$ cat src/design/fra_pkg.sv
// Shared constants, codes and the queue entry type for the fraction unit.
// Depends on nothing; every other file of the block refers to it by scope.
package fra_pkg;

    // operand width, products and reduction datapath follow from it
    localparam int OPW       = 16;
    localparam int PROD_W    = 2 * OPW;
    localparam int CNT_W     = $clog2(PROD_W);
    localparam int RES_NUM_W = 33;
    localparam int RES_DEN_W = 31;

    // operation codes
    localparam logic [1:0] FUNC_ADD = 2'd0;
    localparam logic [1:0] FUNC_SUB = 2'd1;
    localparam logic [1:0] FUNC_MUL = 2'd2;
    localparam logic [1:0] FUNC_DIV = 2'd3;

    // one classified beat, sign-magnitude operands
    typedef struct packed {
        logic [1:0]     op;
        logic           err;
        logic           an_neg;
        logic [OPW-1:0] an_mag;
        logic           ad_neg;
        logic [OPW-1:0] ad_mag;
        logic           bn_neg;
        logic [OPW-1:0] bn_mag;
        logic           bd_neg;
        logic [OPW-1:0] bd_mag;
    } t_item;

endpackage

$ cat src/design/fra_if.sv
// Valid/ready channel interfaces for the fraction unit's input and result beats.
// Depends on fra_pkg for the operand widths.
interface fra_in_if;
    logic                          valid;
    logic                          ready;
    logic [1:0]                    func;
    logic signed [fra_pkg::OPW-1:0] a_num;
    logic signed [fra_pkg::OPW-1:0] a_den;
    logic signed [fra_pkg::OPW-1:0] b_num;
    logic signed [fra_pkg::OPW-1:0] b_den;
    modport source(output valid, func, a_num, a_den, b_num, b_den, input ready);
    modport sink(input valid, func, a_num, a_den, b_num, b_den, output ready);
endinterface

interface fra_out_if;
    logic                                 valid;
    logic                                 ready;
    logic signed [fra_pkg::RES_NUM_W-1:0] res_num;
    logic [fra_pkg::RES_DEN_W-1:0]        res_den;
    logic                                 err;
    modport source(output valid, res_num, res_den, err, input ready);
    modport sink(input valid, res_num, res_den, err, output ready);
endinterface

$ cat src/design/fra_front.sv
// Front end: accepts input beats, splits operands into sign and magnitude,
// flags zero denominators and division by zero. Depends on fra_pkg, fra_if.
module fra_front (
    fra_in_if.sink          i_in,
    input  logic            i_q_full,
    output logic            o_push,
    output fra_pkg::t_item  o_item
);

    function automatic logic [fra_pkg::OPW:0] take_op(input logic [fra_pkg::OPW-1:0] v);
        logic neg;
        neg = v[fra_pkg::OPW-1];
        take_op = {neg, neg ? (~v + 1'b1) : v};
    endfunction

    logic [fra_pkg::OPW:0] w_an, w_ad, w_bn, w_bd;

    assign i_in.ready = !i_q_full;
    assign o_push     = i_in.valid && !i_q_full;

    assign w_an = take_op(i_in.a_num);
    assign w_ad = take_op(i_in.a_den);
    assign w_bn = take_op(i_in.b_num);
    assign w_bd = take_op(i_in.b_den);

    // classify the beat
    always_comb begin
        o_item.op     = i_in.func;
        o_item.an_neg = w_an[fra_pkg::OPW];
        o_item.an_mag = w_an[fra_pkg::OPW-1:0];
        o_item.ad_neg = w_ad[fra_pkg::OPW];
        o_item.ad_mag = w_ad[fra_pkg::OPW-1:0];
        o_item.bn_neg = w_bn[fra_pkg::OPW];
        o_item.bn_mag = w_bn[fra_pkg::OPW-1:0];
        o_item.bd_neg = w_bd[fra_pkg::OPW];
        o_item.bd_mag = w_bd[fra_pkg::OPW-1:0];
        o_item.err    = (w_ad[fra_pkg::OPW-1:0] == '0) || (w_bd[fra_pkg::OPW-1:0] == '0) ||
                        ((i_in.func == fra_pkg::FUNC_DIV) && (w_bn[fra_pkg::OPW-1:0] == '0));
    end

endmodule

$ cat src/design/fra_queue.sv
// Two-entry queue between front and back end.
// Depends on fra_pkg for the entry type.
module fra_queue (
    input  logic           i_clk,
    input  logic           i_rst_n,
    input  logic           i_push,
    input  fra_pkg::t_item i_item,
    output logic           o_full,
    output logic           o_valid,
    input  logic           i_pop,
    output fra_pkg::t_item o_item
);

    fra_pkg::t_item r_mem [2];
    logic           r_wr_ptr;
    logic           r_rd_ptr;
    logic [1:0]     r_count;

    assign o_full  = (r_count == 2'd2);
    assign o_valid = (r_count != 2'd0);
    assign o_item  = r_mem[r_rd_ptr];

    // storage
    always_ff @(posedge i_clk) begin
        if (i_push) begin
            r_mem[r_wr_ptr] <= i_item;
        end
    end

    // pointers and fill level
    always_ff @(posedge i_clk) begin
        if (!i_rst_n) begin
            r_wr_ptr <= 1'b0;
            r_rd_ptr <= 1'b0;
            r_count  <= 2'd0;
        end else begin
            if (i_push) r_wr_ptr <= !r_wr_ptr;
            if (i_pop)  r_rd_ptr <= !r_rd_ptr;
            case ({i_push, i_pop})
                2'b10:   r_count <= r_count + 2'd1;
                2'b01:   r_count <= r_count - 2'd1;
                default: r_count <= r_count;
            endcase
        end
    end

endmodule

$ cat src/design/fra_back.sv
// Back end: shared multiplier, sign-magnitude add, binary GCD and a pair of
// restoring dividers that reduce the fraction. Depends on fra_pkg, fra_if.
module fra_back (
    input  logic           i_clk,
    input  logic           i_rst_n,
    input  logic           i_q_valid,
    input  fra_pkg::t_item i_item,
    output logic           o_pop,
    fra_out_if.source      o_out
);

    typedef enum logic [5:0] {
        S_IDLE = 6'b000001,
        S_MUL  = 6'b000010,
        S_ADD  = 6'b000100,
        S_GCD  = 6'b001000,
        S_DIV  = 6'b010000,
        S_OUT  = 6'b100000
    } t_state;

    localparam int PW = fra_pkg::PROD_W;

    t_state                      r_state, n_state;
    fra_pkg::t_item              r_item;
    logic [1:0]                  r_step;
    logic [PW-1:0]               r_p0, r_p1, r_dm, r_nm;
    logic                        r_s0, r_s1, r_sd, r_neg;
    logic [PW-1:0]               r_u, r_v, r_g;
    logic [fra_pkg::CNT_W-1:0]   r_k, r_cnt;
    logic [PW-1:0]               r_qn, r_qd, r_rn, r_rd;
    logic signed [fra_pkg::RES_NUM_W-1:0] r_res_num;
    logic [fra_pkg::RES_DEN_W-1:0]        r_res_den;
    logic                        r_err;

    logic [fra_pkg::OPW-1:0]     w_mx, w_my;
    logic                        w_ms;
    logic [PW-1:0]               w_prod;
    logic [PW-1:0]               w_num;
    logic                        w_nneg;
    logic [PW:0]                 w_shn, w_shd;
    logic                        w_gen, w_ged;
    logic [PW-1:0]               w_qn, w_qd;

    assign o_pop         = (r_state == S_IDLE) && i_q_valid;
    assign o_out.valid   = (r_state == S_OUT);
    assign o_out.res_num = r_res_num;
    assign o_out.res_den = r_res_den;
    assign o_out.err     = r_err;

    // operand select for the shared multiplier
    always_comb begin
        w_mx = r_item.ad_mag;
        w_my = r_item.bd_mag;
        w_ms = r_item.ad_neg ^ r_item.bd_neg;
        case (r_step)
            2'd0: begin
                w_mx = r_item.an_mag;
                w_my = (r_item.op == fra_pkg::FUNC_MUL) ? r_item.bn_mag : r_item.bd_mag;
                w_ms = r_item.an_neg ^
                       ((r_item.op == fra_pkg::FUNC_MUL) ? r_item.bn_neg : r_item.bd_neg);
            end
            2'd1: begin
                w_mx = r_item.bn_mag;
                w_my = r_item.ad_mag;
                w_ms = r_item.bn_neg ^ r_item.ad_neg ^ (r_item.op == fra_pkg::FUNC_SUB);
            end
            default: begin
                w_mx = r_item.ad_mag;
                w_my = (r_item.op == fra_pkg::FUNC_DIV) ? r_item.bn_mag : r_item.bd_mag;
                w_ms = r_item.ad_neg ^
                       ((r_item.op == fra_pkg::FUNC_DIV) ? r_item.bn_neg : r_item.bd_neg);
            end
        endcase
    end

    assign w_prod = PW'(w_mx) * PW'(w_my);

    // sign-magnitude sum of the two cross products
    always_comb begin
        if (r_s0 == r_s1) begin
            w_num  = r_p0 + r_p1;
            w_nneg = r_s0;
        end else if (r_p0 >= r_p1) begin
            w_num  = r_p0 - r_p1;
            w_nneg = r_s0;
        end else begin
            w_num  = r_p1 - r_p0;
            w_nneg = r_s1;
        end
    end

    // one restoring step for numerator and denominator against the GCD
    assign w_shn = {r_rn, r_qn[PW-1]};
    assign w_shd = {r_rd, r_qd[PW-1]};
    assign w_gen = (w_shn >= {1'b0, r_g});
    assign w_ged = (w_shd >= {1'b0, r_g});
    assign w_qn  = {r_qn[PW-2:0], w_gen};
    assign w_qd  = {r_qd[PW-2:0], w_ged};

    // next state
    always_comb begin
        n_state = r_state;
        case (r_state)
            S_IDLE: if (i_q_valid) n_state = i_item.err ? S_OUT : S_MUL;
            S_MUL:  if (r_step == 2'd2) n_state = S_ADD;
            S_ADD:  n_state = (w_num == '0) ? S_OUT : S_GCD;
            S_GCD:  if (r_u == r_v) n_state = S_DIV;
            S_DIV:  if (r_cnt == fra_pkg::CNT_W'(PW - 1)) n_state = S_OUT;
            S_OUT:  if (o_out.ready) n_state = S_IDLE;
            default: n_state = S_IDLE;
        endcase
    end

    always_ff @(posedge i_clk) begin
        if (!i_rst_n) r_state <= S_IDLE;
        else          r_state <= n_state;
    end

    // datapath
    always_ff @(posedge i_clk) begin
        case (r_state)
            S_IDLE: begin
                r_item <= i_item;
                r_step <= 2'd0;
                r_res_num <= '0;
                r_res_den <= '0;
                r_err     <= 1'b1;
            end
            S_MUL: begin
                r_step <= r_step + 2'd1;
                case (r_step)
                    2'd0: begin
                        r_p0 <= w_prod;
                        r_s0 <= w_ms;
                    end
                    2'd1: begin
                        if (r_item.op == fra_pkg::FUNC_ADD || r_item.op == fra_pkg::FUNC_SUB) begin
                            r_p1 <= w_prod;
                            r_s1 <= w_ms;
                        end else begin
                            r_p1 <= '0;
                            r_s1 <= 1'b0;
                        end
                    end
                    default: begin
                        r_dm <= w_prod;
                        r_sd <= w_ms;
                    end
                endcase
            end
            S_ADD: begin
                r_nm  <= w_num;
                r_neg <= w_nneg ^ r_sd;
                r_u   <= w_num;
                r_v   <= r_dm;
                r_k   <= '0;
                r_res_num <= '0;
                r_res_den <= fra_pkg::RES_DEN_W'(1);
                r_err     <= 1'b0;
            end
            S_GCD: begin
                if (r_u == r_v) begin
                    r_g   <= r_u << r_k;
                    r_qn  <= r_nm;
                    r_qd  <= r_dm;
                    r_rn  <= '0;
                    r_rd  <= '0;
                    r_cnt <= '0;
                end else if (!r_u[0] && !r_v[0]) begin
                    r_u <= r_u >> 1;
                    r_v <= r_v >> 1;
                    r_k <= r_k + 1'b1;
                end else if (!r_u[0]) begin
                    r_u <= r_u >> 1;
                end else if (!r_v[0]) begin
                    r_v <= r_v >> 1;
                end else if (r_u > r_v) begin
                    r_u <= r_u - r_v;
                end else begin
                    r_v <= r_v - r_u;
                end
            end
            S_DIV: begin
                r_cnt <= r_cnt + 1'b1;
                r_qn  <= w_qn;
                r_qd  <= w_qd;
                r_rn  <= w_gen ? PW'(w_shn - {1'b0, r_g}) : PW'(w_shn);
                r_rd  <= w_ged ? PW'(w_shd - {1'b0, r_g}) : PW'(w_shd);
                r_res_num <= r_neg ? -fra_pkg::RES_NUM_W'(w_qn) : fra_pkg::RES_NUM_W'(w_qn);
                r_res_den <= fra_pkg::RES_DEN_W'(w_qd);
                r_err     <= 1'b0;
            end
            default: begin
            end
        endcase
    end

`ifndef SYNTHESIS
    a_gcd_nonzero: assert property (@(posedge i_clk) disable iff (!i_rst_n)
        (r_state == S_GCD) |-> (r_u != '0 && r_v != '0))
        else $error("gcd operand reached zero");
    a_div_rem: assert property (@(posedge i_clk) disable iff (!i_rst_n)
        (r_state == S_DIV) |-> (r_rn < r_g && r_rd < r_g))
        else $error("divider remainder not below gcd");
    a_err_zero: assert property (@(posedge i_clk) disable iff (!i_rst_n)
        (o_out.valid && o_out.err) |-> (o_out.res_num == '0 && o_out.res_den == '0))
        else $error("error result not 0/0");
    a_den_pos: assert property (@(posedge i_clk) disable iff (!i_rst_n)
        (o_out.valid && !o_out.err) |-> (o_out.res_den != '0))
        else $error("zero denominator without error");
`endif

endmodule

$ cat src/design/fraction_arith_reduce_core.sv
// Top level of the fraction arithmetic unit with GCD reduction.
// Depends on fra_pkg, fra_if, fra_front, fra_queue and fra_back.
//
//  channel  dir  beat contents                          handshake
//  i_in     in   func, a_num, a_den, b_num, b_den       valid/ready
//  o_out    out  res_num, res_den, err                  valid/ready
//
// A beat is popped, has its cross products and denominator product formed on the
// shared 16x16 multiplier, is added, runs the binary GCD loop, then the pair of
// restoring dividers, and is presented on o_out, where it may stall.
// Error beats go from the pop straight to presenting, zero numerators from the add.
// Reset is synchronous, active low, and empties the queue and the sequencer.
// The two-entry queue keeps accepting beats, until it is full, while a result waits on o_out.
module fraction_arith_reduce_core (
    input  logic        i_clk,
    input  logic        i_rst_n,
    fra_in_if.sink      i_in,
    fra_out_if.source   o_out
);

    logic           w_push, w_full, w_qvalid, w_pop;
    fra_pkg::t_item w_in_item, w_q_item;

    fra_front u_front (
        .i_in     (i_in),
        .i_q_full (w_full),
        .o_push   (w_push),
        .o_item   (w_in_item)
    );

    fra_queue u_queue (
        .i_clk   (i_clk),
        .i_rst_n (i_rst_n),
        .i_push  (w_push),
        .i_item  (w_in_item),
        .o_full  (w_full),
        .o_valid (w_qvalid),
        .i_pop   (w_pop),
        .o_item  (w_q_item)
    );

    fra_back u_back (
        .i_clk     (i_clk),
        .i_rst_n   (i_rst_n),
        .i_q_valid (w_qvalid),
        .i_item    (w_q_item),
        .o_pop     (w_pop),
        .o_out     (o_out)
    );

endmodule
$ cat src/flat_wrapper.sv
// flat-port wrapper written by rule: the top's interface ports become plain ports
module fraction_arith_reduce_core_flat 
  (i_clk, i_rst_n, i_in_valid, i_in_func, i_in_a_num, i_in_a_den, i_in_b_num, i_in_b_den, i_in_ready, o_out_valid, o_out_res_num, o_out_res_den, o_out_err, o_out_ready);
  fra_in_if i_in_i ();
  fra_out_if o_out_i ();
  input  logic i_clk;
  input  logic i_rst_n;
  input wire logic [$bits(i_in_i.valid)-1:0] i_in_valid;
  input wire logic [$bits(i_in_i.func)-1:0] i_in_func;
  input wire logic [$bits(i_in_i.a_num)-1:0] i_in_a_num;
  input wire logic [$bits(i_in_i.a_den)-1:0] i_in_a_den;
  input wire logic [$bits(i_in_i.b_num)-1:0] i_in_b_num;
  input wire logic [$bits(i_in_i.b_den)-1:0] i_in_b_den;
  output wire logic [$bits(i_in_i.ready)-1:0] i_in_ready;
  output wire logic [$bits(o_out_i.valid)-1:0] o_out_valid;
  output wire logic [$bits(o_out_i.res_num)-1:0] o_out_res_num;
  output wire logic [$bits(o_out_i.res_den)-1:0] o_out_res_den;
  output wire logic [$bits(o_out_i.err)-1:0] o_out_err;
  input wire logic [$bits(o_out_i.ready)-1:0] o_out_ready;
  assign i_in_i.valid = i_in_valid;
  assign i_in_i.func = i_in_func;
  assign i_in_i.a_num = i_in_a_num;
  assign i_in_i.a_den = i_in_a_den;
  assign i_in_i.b_num = i_in_b_num;
  assign i_in_i.b_den = i_in_b_den;
  assign i_in_ready = i_in_i.ready;
  assign o_out_valid = o_out_i.valid;
  assign o_out_res_num = o_out_i.res_num;
  assign o_out_res_den = o_out_i.res_den;
  assign o_out_err = o_out_i.err;
  assign o_out_i.ready = o_out_ready;
  fraction_arith_reduce_core u_core (.i_clk(i_clk), .i_rst_n(i_rst_n), .i_in(i_in_i), .o_out(o_out_i));
endmodule
$ cat config.mk
export PLATFORM = sky130hd
export DESIGN_NAME = fraction_arith_reduce_core_flat
export DESIGN_NICKNAME = d
export VERILOG_FILES = /design/src/design/fra_pkg.sv /design/src/design/fra_if.sv /design/src/design/fra_front.sv /design/src/design/fra_queue.sv /design/src/design/fra_back.sv /design/src/design/fraction_arith_reduce_core.sv /design/src/flat_wrapper.sv
export SDC_FILE = /design/constraint.sdc
export NUM_CORES = 2
export LEC_CHECK = 0
export BUFFER_PORTS_ARGS = -buffer_cell sky130_fd_sc_hd__buf_2
export CORE_MARGIN = 1.5
export CORE_UTILIZATION = 53
export CTS_CLUSTER_SIZE = 10
export DETAILED_ROUTE_END_ITERATION = 12
export PLACE_DENSITY = 0.69
export SLEW_MARGIN = 20
export SYNTH_ARGS = -nofsm -noshare
export SYNTH_HDL_FRONTEND = slang
export SYNTH_SLANG_ARGS = --single-unit
$ cat constraint.sdc
create_clock -name i_clk -period 31.4 [get_ports i_clk]
set_input_delay 1.57 -clock i_clk [delete_from_list [all_inputs] [get_ports i_clk]]
set_output_delay 1.57 -clock i_clk [all_outputs]
set_load 0.01 [all_outputs]
==> summary.md <==
| Metric | Value |
|---|---|
| RSZ-0062 raised after global routing | false |
| Post-layout net count | 5680 |
| Hold Buf Count CTS | 0 |
| Worst Hold Depth | 2 |
| Crit path top cell by count | fa_1 |
| Min-delay src | u_core.u_back.r_nm[13] |
| CTS H-tree depth | 3 |
| Synthesized area | 49430 µm² |
| Flop and latch count out of synthesis | 656 |
| Post-route ant nets | 0 |
| Reg area | 19590 µm² |
| CP max stage delay | 0.82 ns |
| Arrival time worst endpoint | 10.43 ns |
| Cell area after layout | 53690 µm² |
| Number of enable flip-flop cells after synthesis | 645 |
| Cells after Synth | 5016 |
| Post-DR wirelength/cell | 22.35 µm |
| Pre-CTS WS | 21.46 ns |
| Critical path launch point type | register |
| Clock period minus worst slack | 10.03 ns |
| Most frequent cells in the layout | 645 x edfxtp_1, 516 x nor2_1, 475 x nand2_1, 467 x inv_1, 339 x ha_1 |
| R2R cell count | 29 |
| Io pins | 137 |
| Slew Limit Headroom | 25.27% |
| Final setup violating endpoints | 0 |
| Top post-synthesis cells by area | edfxtp_1 39%, ha_1 8.6%, fa_1 8.1%, nor2_1 4.0%, nand2_1 3.6% |
| WS Path Type | register to register |
| Clock latency on the worst-skew pair | 0.68 ns |
| Input/output buffers | 136 |
| Largest net degree at the start of global routing | 162 |
| Fillers | 7975 |
| CTS tree | built |
| Worst r2r src | u_core.u_back.r_step[1] |
| # clock sinks | 656 |
| Hold endpoint | u_core.u_back.r_qn[13] |
| Die area | 95110 µm² |
| Reg-to-Reg End | u_core.u_back.r_p1[31] |
| Syn-to-layout area delta | 8.603% |
| Register area share after synthesis | 39.63% |
| Yosys warns | 0 |
| Critical Path RT | 31.80 ns |
| HPWL Detailed | 108.6 mm |
| Slew @ Worst Pin | 1.121 ns |
| Worst Setup Slack, final | 21.37 ns |
| Cell variety after synth | 89 |
| Status | finished, final reports clean |
| First-pass iteration count of the detailed router | 6 |
| Worst R2R Setup Slack | 21.37 ns |
| Final Cycle Share | 31.95% |
| Vias/cell | 5.983 |
| Hold Fails Final Rpt | 0 |
| Gr usage total | 29.98% |
| Final core utilization | 58.31% |
| Top cell type by total area after synthesis | edfxtp_1 |
| Ratio of cells with drive above 1 in the final layout | 8.924% |
| Synth top area share | 39.18% |
| 1st-iter DRT viols | 3629 |
| Die height | 308.4 µm |
| Area of the multi-input gates | 27310 µm² |
| Post_cts resized | 0 |
| Skew final | 0.04414 ns |
| Max Clock Freq | 99.67 MHz |
| Net count after synthesis | 5626 |
| WL final | 142.0 mm |
| Critical path capture point type | register |
| Hold crit path type | register to register |
| GPL Wtd Cong | 0.9876 |
| Commonest non-fill, non-tap cell in the layout | edfxtp_1 |
| Area after DPL | 51360 µm² |
| # rows | 111 |
| Async SR Flop Fraction | 0% |
| Overflow after GRT | 0 |
| CORE AREA | 92080 µm² |
| Max stage delay cell, worst path | nand2_1 |
| CP max FO | 29 |
| Worst-path clk slew | 0.06 ns |
| TNS Setup | 0 ns |
| Initial Util | 53.69% |
| Max-cap violations | 0 |
| Total number of vias | 38.02k |
| Slew Viols, Final | 0 |
| Num CTS Buffers | 81 |
| Post-CTS setup buffers | 0 |
| CTS Root Buffer Type | clkbuf_16 |
| Main synth FF type | edfxtp_1 |
| First-pass GRT wire length | 217.7 mm |
| DRC viols | 0 |
| Initial antenna violation count | 3 |
| Number of global-route vias before repair | 36.31k |
| Synthesized area per cell | 9.855 µm² |
| Die width | 308.4 µm |
| CTS Buffer Depth | 3 |
## critical path: cells and delay by family (launching register included)
family          cells  cell delay [ns]
fa+ha+maj           8             3.99
compound gates     11             2.86
buf+inv             6             1.31
simple gates        3             1.11
flops               1             0.39
xor+xnor            1             0.11
## per-layer routing
metal | wire (µm) | GRT usage (%)
met3 | 9898 | 4.686
met4 | 6697 | 13.04
met1 | 60640 | 40.36
met5 | 18 | 0
met2 | 64750 | 48.04
## cells in the mapped netlist (all sizes together) (33+ instances only)
library cell,count
a211oi,33
a21o,151
a21oi,274
a221oi,46
a31oi,38
and2,62
and3,40
buf,50
clkbuf,171
edfxtp,645
fa,201
ha,339
inv,470
mux2,84
mux2i,95
nand2,477
nand2b,67
nand3,73
nand4,39
nor2,522
nor2b,86
nor3,86
o21a,40
o21ai,236
o31ai,46
xnor2,168
xor2,85
## final cells by class
type,instances,area share (%)
well taps,1243,2.897
clock inverters,20,0.3286
multi-input cells,3666,50.87
clock buffers,103,3.969
inverters,473,3.307
flip-flops and latches,656,36.49
repair buffers,192,2.135
diodes,2,0.009322
## metrics by stage
stage / hold WS (ns) / std cells
after floorplan: 0.4780 / 5016
after global placement: 0.4893 / 6228
after detailed placement: 0.4979 / 6229
after CTS: 0.5077 / 6352
after global routing: 0.5357 / 6353
final: 0.5102 / 6355
## worst max path at each step
stage / start / slack (ns) / endpoint
6_report: u_core.u_back.r_step[1] / 21.37 / u_core.u_back.r_p1[31]
5_1_grt: u_core.u_back.r_step[1] / 20.76 / u_core.u_back.r_p1[31]
4_1_cts: u_core.u_back.r_step[1] / 21.47 / u_core.u_back.r_p1[31]
3_5_place_dp: u_core.u_back.r_step[1] / 21.46 / u_core.u_back.r_p1[31]
3_3_place_gp: u_core.u_back.r_step[1] / 21.69 / u_core.u_back.r_p1[31]
2_1_floorplan: u_core.u_back.r_u[21] / 19.21 / u_core.u_back.r_cnt[0]
## cell families after synthesis
kind of cell | Yosys count | share of synthesized area, %
xor gates and xnor gates | 253 | 4.482
muxes | 191 | 4.384
adders and majority gates | 540 | 16.72
buffers and inverters | 694 | 5.394
DFF | 656 | 39.63
AOI/OAI and AO/OA | 1090 | 14.45
and+or+nand+nor | 1592 | 14.94
## sequential cells by signal, summed over array words and instances (netlist names), 2 cells and up, named ones only
name,flops
u_core.u_back.o_out.res_den,31
u_core.u_back.r_u,32
u_core.u_back.r_rn,32
u_core.u_back.r_qn,32
u_core.u_back.r_k,5
u_core.u_back.r_qd,32
u_core.u_back.r_p1,32
u_core.u_back.r_g,32
u_core.u_back.r_p0,32
u_core.u_back.r_item,70
u_core.u_back.r_step,2
u_core.u_back.r_rd,32
u_core.u_queue.r_count,2
u_core.u_back.o_out.res_num,33
u_core.u_back.r_dm,32
u_core.u_back.r_v,32
u_core.u_queue.r_mem,142
u_core.u_back.r_cnt,5
u_core.u_back.r_state,6
u_core.u_back.r_nm,32
Power is left out: the tool's default activity adds up to more than one toggle a clock period on the data nets, which glitch-free logic cannot reach.
